## config.mk

```make
export PLATFORM = sky130hd
export DESIGN_NAME = cluster_residual_bit_packer
export DESIGN_NICKNAME = d
export VERILOG_FILES = /design/src/rtl/core/crbp_pkg.sv /design/src/rtl/core/crbp_front.sv /design/src/rtl/core/crbp_cmd_queue.sv /design/src/rtl/core/crbp_back.sv /design/src/rtl/core/cluster_residual_bit_packer.sv
export SDC_FILE = /design/constraint.sdc
export NUM_CORES = 1
export LEC_CHECK = 0
export ABC_AREA = 1
export BUFFER_PORTS_ARGS = -buffer_cell sky130_fd_sc_hd__buf_4
export CAP_MARGIN = 40
export CORE_MARGIN = 5
export CORE_UTILIZATION = 39
export CTS_BUF_LIST = sky130_fd_sc_hd__clkbuf_2
export DETAILED_ROUTE_END_ITERATION = 8
export SLEW_MARGIN = 0
export SYNTH_ARGS = -nofsm -noshare
export SYNTH_HDL_FRONTEND = slang
export SYNTH_SLANG_ARGS = --single-unit
```

## constraint.sdc

```tcl
create_clock -name clk -period 25.6 [get_ports clk]
set_input_delay 2.56 -clock clk [delete_from_list [all_inputs] [get_ports clk]]
set_output_delay 2.56 -clock clk [all_outputs]
set_load 0.01 [all_outputs]
```

## src/rtl/core/crbp_pkg.sv

```systemverilog
// Shared types, constants and code-building functions of the cluster residual bit packer.
package crbp_pkg;

  localparam int NumSegs = 6;
  localparam int SegIdxW = 3;
  localparam int SegValW = 16;
  localparam int SegLenW = 5;
  localparam int AccW    = 32;
  localparam int CntW    = 6;
  localparam int QDepth  = 4;
  localparam int QPtrW   = 2;
  localparam int QCntW   = 3;

  localparam logic [5:0]         SliceMax  = 6'd35;
  localparam logic [SegLenW-1:0] SliceW    = 5'd6;
  localparam logic [SegLenW-1:0] WidthMax  = 5'd16;
  localparam logic [SegLenW-1:0] SignedMin = 5'd2;
  localparam logic [SegLenW-1:0] ChargeMin = 5'd1;

  typedef enum logic [1:0] {
    OP_RECORD = 2'd0,
    OP_TRACK  = 2'd1,
    OP_FINISH = 2'd2
  } op_t;

  typedef enum logic [2:0] {
    CFG_TIME_BITS   = 3'd0,
    CFG_PAD_BITS    = 3'd1,
    CFG_CHARGE_BITS = 3'd2,
    CFG_SHAPE_BITS  = 3'd3,
    CFG_WRITE_SHAPE = 3'd4
  } cfg_reg_t;

  typedef struct packed {
    logic [SegValW-1:0] val;
    logic [SegLenW-1:0] len;
  } seg_t;

  typedef struct packed {
    seg_t seg;
    logic sat;
  } code_t;

  // one packing job handed from front to back
  typedef struct packed {
    logic                    flush;
    logic [SegIdxW-1:0]      nseg;
    seg_t [NumSegs-1:0]      segs;
    logic                    sat;
    logic                    slice_err;
  } cmd_t;

  typedef struct packed {
    logic [7:0] out_byte;
    logic       byte_valid;
    logic       saturated;
    logic       slice_error;
    logic       last;
  } res_t;

  function automatic logic [SegLenW-1:0] clamp_width(logic [SegLenW-1:0] v,
                                                     logic [SegLenW-1:0] lo);
    logic [SegLenW-1:0] r;
    if (v < lo) begin
      r = lo;
    end else if (v > WidthMax) begin
      r = WidthMax;
    end else begin
      r = v;
    end
    return r;
  endfunction

  // saturated magnitude of m bits, optionally led by a sign bit (1 = not negative)
  function automatic code_t mag_code(logic [16:0] x, logic [SegLenW-1:0] m,
                                     logic with_sign);
    logic        neg;
    logic [16:0] mag;
    logic [16:0] lim;
    code_t       c;
    neg = x[16];
    mag = neg ? (~x + 17'd1) : x;
    lim = (17'd1 << m) - 17'd1;
    c.sat = (mag > lim);
    c.seg.val = c.sat ? lim[SegValW-1:0] : mag[SegValW-1:0];
    c.seg.len = m;
    if (with_sign) begin
      c.seg.val = c.seg.val | (SegValW'(!neg) << m);
      c.seg.len = m + 5'd1;
    end
    return c;
  endfunction

endpackage

```

## src/rtl/core/crbp_front.sv

```systemverilog
// Front end: configuration registers, slice coding state and request classification.
module crbp_front (
  input  logic                clk,
  input  logic                rst_n,
  input  logic                cfg_we,
  input  logic [2:0]          cfg_index,
  input  logic [4:0]          cfg_data,
  input  logic                accept,
  input  logic [1:0]          in_operation,
  input  logic                in_present,
  input  logic [5:0]          in_slice_number,
  input  logic signed [16:0]  in_time_delta,
  input  logic signed [16:0]  in_pad_delta,
  input  logic signed [16:0]  in_charge_delta,
  input  logic signed [16:0]  in_shape_y,
  input  logic signed [16:0]  in_shape_z,
  input  logic [7:0]          in_track_byte,
  output crbp_pkg::cmd_t      cmd
);

  logic [4:0] time_bits_r, pad_bits_r, charge_bits_r, shape_bits_r;
  logic       write_shape_r;
  logic [5:0] prev_slice_r;
  logic       slice_sent_r;

  logic [4:0]      tw, pw, cw, sw;
  crbp_pkg::code_t c_time, c_pad, c_charge, c_sy, c_sz;
  crbp_pkg::seg_t  hdr;
  logic            slice_ok;
  logic            rec_ok;

  always_ff @(posedge clk) begin
    if (!rst_n) begin
      time_bits_r   <= 5'd10;
      pad_bits_r    <= 5'd8;
      charge_bits_r <= 5'd10;
      shape_bits_r  <= 5'd6;
      write_shape_r <= 1'b0;
    end else if (cfg_we) begin
      unique case (crbp_pkg::cfg_reg_t'(cfg_index))
        crbp_pkg::CFG_TIME_BITS:   time_bits_r   <= cfg_data;
        crbp_pkg::CFG_PAD_BITS:    pad_bits_r    <= cfg_data;
        crbp_pkg::CFG_CHARGE_BITS: charge_bits_r <= cfg_data;
        crbp_pkg::CFG_SHAPE_BITS:  shape_bits_r  <= cfg_data;
        crbp_pkg::CFG_WRITE_SHAPE: write_shape_r <= cfg_data[0];
        default: ;
      endcase
    end
  end

  always_comb begin
    tw = crbp_pkg::clamp_width(time_bits_r, crbp_pkg::SignedMin) - 5'd1;
    pw = crbp_pkg::clamp_width(pad_bits_r, crbp_pkg::SignedMin) - 5'd1;
    cw = crbp_pkg::clamp_width(charge_bits_r, crbp_pkg::ChargeMin);
    sw = crbp_pkg::clamp_width(shape_bits_r, crbp_pkg::SignedMin) - 5'd1;
    c_time   = crbp_pkg::mag_code(in_time_delta, tw, 1'b1);
    c_pad    = crbp_pkg::mag_code(in_pad_delta, pw, 1'b1);
    c_charge = crbp_pkg::mag_code(in_charge_delta, cw, 1'b0);
    c_sy     = crbp_pkg::mag_code(in_shape_y, sw, 1'b1);
    c_sz     = crbp_pkg::mag_code(in_shape_z, sw, 1'b1);
    slice_ok = (in_slice_number <= crbp_pkg::SliceMax);
    rec_ok   = (crbp_pkg::op_t'(in_operation) == crbp_pkg::OP_RECORD) && in_present
               && slice_ok;

    // present bit merged with the slice code
    if (!slice_sent_r) begin
      hdr.val = 16'({1'b1, in_slice_number});
      hdr.len = crbp_pkg::SliceW + 5'd1;
    end else if (in_slice_number == prev_slice_r) begin
      hdr.val = 16'(2'b10);
      hdr.len = 5'd2;
    end else begin
      hdr.val = 16'({2'b11, in_slice_number});
      hdr.len = crbp_pkg::SliceW + 5'd2;
    end

    cmd = '0;
    unique case (crbp_pkg::op_t'(in_operation))
      crbp_pkg::OP_RECORD: begin
        if (!in_present) begin
          cmd.nseg         = 3'd1;
          cmd.segs[0].val  = '0;
          cmd.segs[0].len  = 5'd1;
        end else if (!slice_ok) begin
          cmd.slice_err = 1'b1;
        end else begin
          cmd.segs[0] = hdr;
          cmd.segs[1] = c_time.seg;
          cmd.segs[2] = c_pad.seg;
          cmd.segs[3] = c_charge.seg;
          cmd.sat     = c_time.sat | c_pad.sat | c_charge.sat;
          if (write_shape_r) begin
            cmd.segs[4] = c_sy.seg;
            cmd.segs[5] = c_sz.seg;
            cmd.sat     = cmd.sat | c_sy.sat | c_sz.sat;
            cmd.nseg    = 3'd6;
          end else begin
            cmd.nseg    = 3'd4;
          end
        end
      end
      crbp_pkg::OP_TRACK: begin
        cmd.flush       = 1'b1;
        cmd.nseg        = 3'd1;
        cmd.segs[0].val = 16'(in_track_byte);
        cmd.segs[0].len = 5'd8;
      end
      crbp_pkg::OP_FINISH: begin
        cmd.flush = 1'b1;
      end
      default: ;
    endcase
  end

  always_ff @(posedge clk) begin
    if (!rst_n) begin
      slice_sent_r <= 1'b0;
      prev_slice_r <= '0;
    end else if (accept) begin
      if (rec_ok) begin
        slice_sent_r <= 1'b1;
        prev_slice_r <= in_slice_number;
      end else if (crbp_pkg::op_t'(in_operation) == crbp_pkg::OP_TRACK) begin
        slice_sent_r <= 1'b0;
      end
    end
  end

endmodule

```

## src/rtl/core/crbp_cmd_queue.sv

```systemverilog
// Four-entry request queue between front end and bit packer.
module crbp_cmd_queue (
  input  logic           clk,
  input  logic           rst_n,
  input  logic           push,
  input  crbp_pkg::cmd_t din,
  output logic           full,
  input  logic           pop,
  output crbp_pkg::cmd_t dout,
  output logic           empty
);

  crbp_pkg::cmd_t                   q_r [crbp_pkg::QDepth];
  logic [crbp_pkg::QPtrW-1:0]       wr_ptr_r, rd_ptr_r;
  logic [crbp_pkg::QCntW-1:0]       cnt_r;
  logic                             do_push, do_pop;

  assign full    = (cnt_r == crbp_pkg::QCntW'(crbp_pkg::QDepth));
  assign empty   = (cnt_r == '0);
  assign do_push = push && !full;
  assign do_pop  = pop && !empty;
  assign dout    = q_r[rd_ptr_r];

  always_ff @(posedge clk) begin
    if (do_push) begin
      q_r[wr_ptr_r] <= din;
    end
  end

  always_ff @(posedge clk) begin
    if (!rst_n) begin
      wr_ptr_r <= '0;
      rd_ptr_r <= '0;
      cnt_r    <= '0;
    end else begin
      if (do_push) begin
        wr_ptr_r <= wr_ptr_r + 1'b1;
      end
      if (do_pop) begin
        rd_ptr_r <= rd_ptr_r + 1'b1;
      end
      if (do_push && !do_pop) begin
        cnt_r <= cnt_r + 1'b1;
      end else if (do_pop && !do_push) begin
        cnt_r <= cnt_r - 1'b1;
      end
    end
  end

endmodule

```

## src/rtl/core/crbp_back.sv

```systemverilog
// Back end: bit accumulator, byte emission with last marking and result queue.
module crbp_back (
  input  logic           clk,
  input  logic           rst_n,
  input  crbp_pkg::cmd_t cmd,
  input  logic           cmd_empty,
  output logic           cmd_pop,
  input  logic           pop,
  output logic           empty,
  output crbp_pkg::res_t res
);

  localparam logic [crbp_pkg::CntW-1:0] ByteBits = 6'd8;
  localparam logic [crbp_pkg::CntW-1:0] AccBits  = crbp_pkg::CntW'(crbp_pkg::AccW);

  logic [crbp_pkg::AccW-1:0]    acc_r, acc_nxt, acc_e;
  logic [crbp_pkg::CntW-1:0]    cnt_r, cnt_nxt, cnt_e, sh;
  logic                         active_r, active_nxt;
  crbp_pkg::cmd_t               cur_r, cur_nxt;
  logic [crbp_pkg::SegIdxW-1:0] seg_idx_r, seg_idx_nxt;
  logic                         hold_v_r, hold_v_nxt;
  logic [7:0]                   hold_byte_r, hold_byte_nxt;

  crbp_pkg::seg_t seg;
  logic           emit, app, done, load;
  logic           rq_push, rq_full, rq_pop;
  crbp_pkg::res_t rq_din;

  crbp_pkg::res_t             rq_r [crbp_pkg::QDepth];
  logic [crbp_pkg::QPtrW-1:0] rq_wr_r, rq_rd_r;
  logic [crbp_pkg::QCntW-1:0] rq_cnt_r;

  always_comb begin
    seg = (seg_idx_r < crbp_pkg::SegIdxW'(crbp_pkg::NumSegs)) ? cur_r.segs[seg_idx_r] : '0;

    emit  = active_r && (cnt_r >= ByteBits) && (!hold_v_r || !rq_full);
    acc_e = emit ? (acc_r << 8) : acc_r;
    cnt_e = emit ? (cnt_r - ByteBits) : cnt_r;
    app   = active_r && (seg_idx_r < cur_r.nseg)
            && ((7'(cnt_e) + 7'(seg.len)) <= 7'(AccBits));
    sh    = AccBits - cnt_e - 6'(seg.len);
    done  = active_r && (seg_idx_r == cur_r.nseg) && (cnt_r < ByteBits) && !rq_full;
    load  = !cmd_empty && (!active_r || done);

    acc_nxt       = app ? (acc_e | (crbp_pkg::AccW'(seg.val) << sh)) : acc_e;
    cnt_nxt       = app ? (cnt_e + 6'(seg.len)) : cnt_e;
    seg_idx_nxt   = app ? (seg_idx_r + 1'b1) : seg_idx_r;
    cur_nxt       = cur_r;
    active_nxt    = active_r;
    hold_v_nxt    = hold_v_r;
    hold_byte_nxt = hold_byte_r;
    rq_push       = 1'b0;
    rq_din        = '0;

    if (emit) begin
      hold_v_nxt    = 1'b1;
      hold_byte_nxt = acc_r[crbp_pkg::AccW-1 -: 8];
      rq_push       = hold_v_r;
      rq_din        = '{out_byte: hold_byte_r, byte_valid: 1'b1, saturated: cur_r.sat,
                        slice_error: cur_r.slice_err, last: 1'b0};
    end else if (done) begin
      hold_v_nxt = 1'b0;
      rq_push    = 1'b1;
      rq_din     = '{out_byte: hold_v_r ? hold_byte_r : 8'd0, byte_valid: hold_v_r,
                     saturated: cur_r.sat, slice_error: cur_r.slice_err, last: 1'b1};
      active_nxt = 1'b0;
    end

    if (load) begin
      cur_nxt     = cmd;
      seg_idx_nxt = '0;
      active_nxt  = 1'b1;
      // pad the partial byte with zeros
      if (cmd.flush && (cnt_r != '0)) begin
        cnt_nxt = ByteBits;
      end
    end
  end

  assign cmd_pop = load;

  always_ff @(posedge clk) begin
    if (!rst_n) begin
      acc_r     <= '0;
      cnt_r     <= '0;
      active_r  <= 1'b0;
      seg_idx_r <= '0;
      hold_v_r  <= 1'b0;
    end else begin
      acc_r     <= acc_nxt;
      cnt_r     <= cnt_nxt;
      active_r  <= active_nxt;
      seg_idx_r <= seg_idx_nxt;
      hold_v_r  <= hold_v_nxt;
    end
  end

  always_ff @(posedge clk) begin
    cur_r       <= cur_nxt;
    hold_byte_r <= hold_byte_nxt;
  end

  // result queue
  assign rq_full = (rq_cnt_r == crbp_pkg::QCntW'(crbp_pkg::QDepth));
  assign empty   = (rq_cnt_r == '0);
  assign rq_pop  = pop && !empty;
  assign res     = rq_r[rq_rd_r];

  always_ff @(posedge clk) begin
    if (rq_push) begin
      rq_r[rq_wr_r] <= rq_din;
    end
  end

  always_ff @(posedge clk) begin
    if (!rst_n) begin
      rq_wr_r  <= '0;
      rq_rd_r  <= '0;
      rq_cnt_r <= '0;
    end else begin
      if (rq_push) begin
        rq_wr_r <= rq_wr_r + 1'b1;
      end
      if (rq_pop) begin
        rq_rd_r <= rq_rd_r + 1'b1;
      end
      if (rq_push && !rq_pop) begin
        rq_cnt_r <= rq_cnt_r + 1'b1;
      end else if (rq_pop && !rq_push) begin
        rq_cnt_r <= rq_cnt_r - 1'b1;
      end
    end
  end

`ifndef SYNTHESIS
  a_seg_idx_bound: assert property (@(posedge clk) disable iff (!rst_n)
    active_r |-> (seg_idx_r <= cur_r.nseg))
    else $error("segment index past request end");

  a_cnt_bound: assert property (@(posedge clk) disable iff (!rst_n)
    cnt_r <= AccBits)
    else $error("accumulator overfilled");

  a_load_partial: assert property (@(posedge clk) disable iff (!rst_n)
    load |-> (cnt_r < ByteBits))
    else $error("new request loaded with a whole byte pending");

  a_push_room: assert property (@(posedge clk) disable iff (!rst_n)
    rq_push |-> !rq_full)
    else $error("result queue overflow");
`endif

endmodule

```

## src/rtl/core/cluster_residual_bit_packer.sv

```systemverilog
// Top level of the cluster residual bit packer.
//
//  channel | ports                                     | handshake
//  --------+-------------------------------------------+---------------------
//  in      | in_operation .. in_track_byte             | push & !full
//  out     | out_byte, out_byte_valid, out_saturated,  | pop & !empty
//          | out_slice_error, out_last                 |
//  cfg     | cfg_index, cfg_data                       | cfg_valid & cfg_ready
//
// A request is classified in the cycle it is pushed; the packer then appends its code
// segments one at a time, emits any whole bytes left after the last segment, and closes
// the request in a step that overlaps the next load.
// Reset is synchronous; no clearing pass. Four-entry queues sit on both sides of the
// packer, so full and empty stall each side independently.
module cluster_residual_bit_packer (
  input  logic               clk,
  input  logic               rst_n,
  input  logic               push,
  output logic               full,
  input  logic [1:0]         in_operation,
  input  logic               in_present,
  input  logic [5:0]         in_slice_number,
  input  logic signed [16:0] in_time_delta,
  input  logic signed [16:0] in_pad_delta,
  input  logic signed [16:0] in_charge_delta,
  input  logic signed [16:0] in_shape_y,
  input  logic signed [16:0] in_shape_z,
  input  logic [7:0]         in_track_byte,
  output logic               empty,
  input  logic               pop,
  output logic [7:0]         out_byte,
  output logic               out_byte_valid,
  output logic               out_saturated,
  output logic               out_slice_error,
  output logic               out_last,
  input  logic               cfg_valid,
  output logic               cfg_ready,
  input  logic [2:0]         cfg_index,
  input  logic [4:0]         cfg_data
);

  crbp_pkg::cmd_t front_cmd, back_cmd;
  crbp_pkg::res_t res;
  logic           accept, cmd_empty, cmd_pop;

  assign cfg_ready = 1'b1;
  assign accept    = push && !full;

  crbp_front u_front (
    .clk             (clk),
    .rst_n           (rst_n),
    .cfg_we          (cfg_valid && cfg_ready),
    .cfg_index       (cfg_index),
    .cfg_data        (cfg_data),
    .accept          (accept),
    .in_operation    (in_operation),
    .in_present      (in_present),
    .in_slice_number (in_slice_number),
    .in_time_delta   (in_time_delta),
    .in_pad_delta    (in_pad_delta),
    .in_charge_delta (in_charge_delta),
    .in_shape_y      (in_shape_y),
    .in_shape_z      (in_shape_z),
    .in_track_byte   (in_track_byte),
    .cmd             (front_cmd)
  );

  crbp_cmd_queue u_cmd_queue (
    .clk   (clk),
    .rst_n (rst_n),
    .push  (accept),
    .din   (front_cmd),
    .full  (full),
    .pop   (cmd_pop),
    .dout  (back_cmd),
    .empty (cmd_empty)
  );

  crbp_back u_back (
    .clk       (clk),
    .rst_n     (rst_n),
    .cmd       (back_cmd),
    .cmd_empty (cmd_empty),
    .cmd_pop   (cmd_pop),
    .pop       (pop),
    .empty     (empty),
    .res       (res)
  );

  assign out_byte        = res.out_byte;
  assign out_byte_valid  = res.byte_valid;
  assign out_saturated   = res.saturated;
  assign out_slice_error = res.slice_error;
  assign out_last        = res.last;

endmodule
```

==> results_dict.tcl <==
set metrics [dict create \
    status "completed" \
    grt_overflow_total 0 \
    p_per_area_mw_per_mm2 115 \
    die_w_um 321 \
    whs_path_depth 0 \
    min_period_over_period 0.257 \
    maxCapViolCount 0 \
    path_buf_inv 6 \
    pin_count 130 \
    fin_setup_tns_ns 0 \
    post_cts_buffers 0 \
    num_rows 114 \
    fin_area_mm2 0.0417 \
    clock.fmax_mhz 152 \
    maxSlewHeadroom 0.379 \
    drtPass1Iterations 8 \
    synth.distinct_cells 61 \
    tightest_slew_ns 0.930 \
    grt_util_all_layers 0.196 \
    clockRootBuffer "clkbuf_2" \
    yosys_most_used_dff "edfxtp_1" \
    dp_hpwl_mm 69.2 \
    fin_crit_ns 6.59 \
    grt_antenna_before_repair 7 \
    synth_area_mm2 0.0378 \
    critPathMaxFanout 18 \
    hold_slack_ns 0.440 \
    slew_violations 0 \
    yosys.area.top_type "edfxtp_1" \
    worstPathArrival_ns 7.66 \
    h-tree-depth 4 \
    clk_latency_ns 1.37 \
    finalSetupViolCount 0 \
    die-area_mm2 0.103 \
    grt_max_degree 165 \
    postCtsHoldBufs 0 \
    place.gp.congestion 0.962 \
    hold_viol 0 \
    crit_family "simple AND/OR/NAND/NOR gates" \
    cts_buffers 181 \
    grt_pass1_vias 27400 \
    ys_ff_latch 734 \
    crit_path_start_kind "flip-flop" \
    grt_pass1_wl_mm 159 \
    peakVddDrop_v 0.000177 \
    synth_top_area_frac 0.513 \
    yosysMostFrequentCell "edfxtp_1" \
    syn_inst 4003 \
    drt_iter0_markers 2847 \
    fin_nets 4435 \
    power.leakage_nw 16.6 \
    area_growth_pct 10.4 \
    min_to "u_back.hold_byte_r[7]$_DFFE_PP_" \
    seq_area_frac_synth 0.560 \
    die_h_um 321 \
    ant_nets 0 \
    clk_pin_slew_worst_paths_ns 0.09 \
    total_power_w 0.00481 \
    reg2reg_depth 29 \
    avgSynthCellArea_um2 9.44 \
    clock_path_buffers 3 \
    skew_ns 0.106 \
    cts_tree "built" \
    cts-resized-gates 0 \
    cp.required_ns 26.67 \
    synthTopCellsByArea "edfxtp_1, nor2_1, o21ai_0, nand2_1, ha_1" \
    start_util 0.392 \
    worstSetupPathType "flip-flop to flip-flop" \
    vias 29600 \
    drive_gt1_frac 0.123 \
    nFillCells 9552 \
    hp-class "flip-flop to flip-flop" \
    yosysWarnings 0 \
    rrSetupSlack_ns 19.01 \
    endpoint_kind "flip-flop" \
    dpl_cell_area_mm2 0.0400 \
    wl_per_cell_um 18.6 \
    r2r-start "u_front.time_bits_r[4]$_SDFFE_PN0P_" \
    via_per_inst 5.29 \
    async_flop_share 0 \
    numPortBuffers 128 \
    wl_mm 104 \
    critical-path-slowest-cell "clkinv_1" \
    r2r-end "u_cmd_queue.q_r[2][31]$_DFFE_PP_" \
    min_from "u_back.acc_r[31]$_SDFF_PN0_" \
    yosys-top-cells-count "edfxtp_1, nor2_1, nand2_1" \
    multi_input_area_mm2 0.0147 \
    cts.sinks 734 \
    crit_top_cell "nand2_1" \
    remaining_drc_errors 0 \
    rsz0062_at_grt "no" \
    core-area_mm2 0.0964 \
    register_area_mm2 0.0212 \
    max_stage_delay_ns 0.69 \
    synth_edf_count 645 \
]
## per-layer routing
metal  vias to the layer above  GRT usage  wire length [um]
met1                     13900      0.281             48200
met2                      1013      0.292             45000
met4                         4     0.0776              3610
met3                       178     0.0425              7040
met5                         -          0                31
li1                      14500          -                 -
## worst max-delay path by stage
stage                                                    from                           endpoint  slack (ns)  depth (start not counted)
after floorplan              u_back.seg_idx_r[0]$_SDFFE_PP0P_  u_cmd_queue.cnt_r[1]$_SDFFE_PN0P_       16.62                         15
after global placement                     in_charge_delta[0]   u_cmd_queue.q_r[2][77]$_DFFE_PP_       18.88                         19
after detailed placement                     in_time_delta[0]   u_cmd_queue.q_r[2][31]$_DFFE_PP_       18.79                         18
after CTS                 u_front.time_bits_r[4]$_SDFFE_PN0P_   u_cmd_queue.q_r[2][31]$_DFFE_PP_       19.23                         29
after global routing      u_front.time_bits_r[4]$_SDFFE_PN0P_   u_cmd_queue.q_r[2][32]$_DFFE_PP_       18.60                         29
final                     u_front.time_bits_r[4]$_SDFFE_PN0P_   u_cmd_queue.q_r[2][31]$_DFFE_PP_       19.01                         29
## metrics by stage
stage / setup slack [ns] / util / cells
2_1_floorplan: 16.62 / - / 4005
4_1_cts: 19.23 / 0.432 / 5587
5_1_grt: 18.60 / 0.432 / 5589
6_report: 19.01 / 0.432 / 5589
3_5_place_dp: 18.79 / 0.415 / 5263
3_3_place_gp: 18.88 / 0.414 / 5256
## final cells by class
cell class,count,share of cell area
clock inverters,61,0.00807
repair buffers,157,0.0314
well taps,1276,0.0383
diodes,2,0.000120
flip-flops and latches,734,0.507
multi-input cells,2760,0.353
inverters,336,0.0305
clock buffers,263,0.0316
## cell usage in the layout, fill, tap and decap left out, drive strengths merged, types with 10 or more instances in the layout
master / Yosys / final
o22ai: 136 / 136
a21oi: 260 / 260
nand2: 542 / 542
buf: 32 / 157
a31oi: 10 / 10
xnor2: 28 / 28
nand4: 43 / 43
o21ai: 443 / 443
ha: 146 / 146
nor3: 62 / 62
clkbuf: 143 / 263
or2: 18 / 18
edfxtp: 645 / 645
xor2: 67 / 67
inv: 327 / 335
nor2: 597 / 597
nand3: 321 / 321
clkinv: 9 / 55
nand3b: 16 / 16
dfxtp: 89 / 89
## registers in the layout, summed over array words and instances (netlist names), 5 cells and up, named ones only
name / cells
u_back.rq_r: 48
u_back.acc_r: 32
u_back.cnt_r: 6
u_back.hold_byte_r: 8
u_back.cur_r: 117
u_front.prev_slice_r: 6
u_front.time_bits_r: 5
u_front.shape_bits_r: 5
u_front.pad_bits_r: 5
u_front.charge_bits_r: 5
u_cmd_queue.q_r: 472
## power by group
| group | internal (W) | leakage, nW | switching [W] |
|---|---|---|---|
| Sequential | 0.00159 | 6.82 | 0.000106 |
| Combinational | 0.000702 | 8.54 | 0.00165 |
| Clock | 0.000300 | 1.25 | 0.000467 |
## logic make-up (layout without fill, tap and decap cells)
family	Yosys count	after routing	share of synthesized area
muxes	6	6	0.00159
buffers and inverters	511	817	0.0522
xor gates and xnor gates	95	95	0.0220
other	1	5	0.0000993
adders and majority gates	150	150	0.0505
DFF	734	734	0.560
AOI/OAI and AO/OA	893	893	0.128
and+or+nand+nor	1613	1613	0.186
No activity file was read; power rests on OpenSTA's default activity.
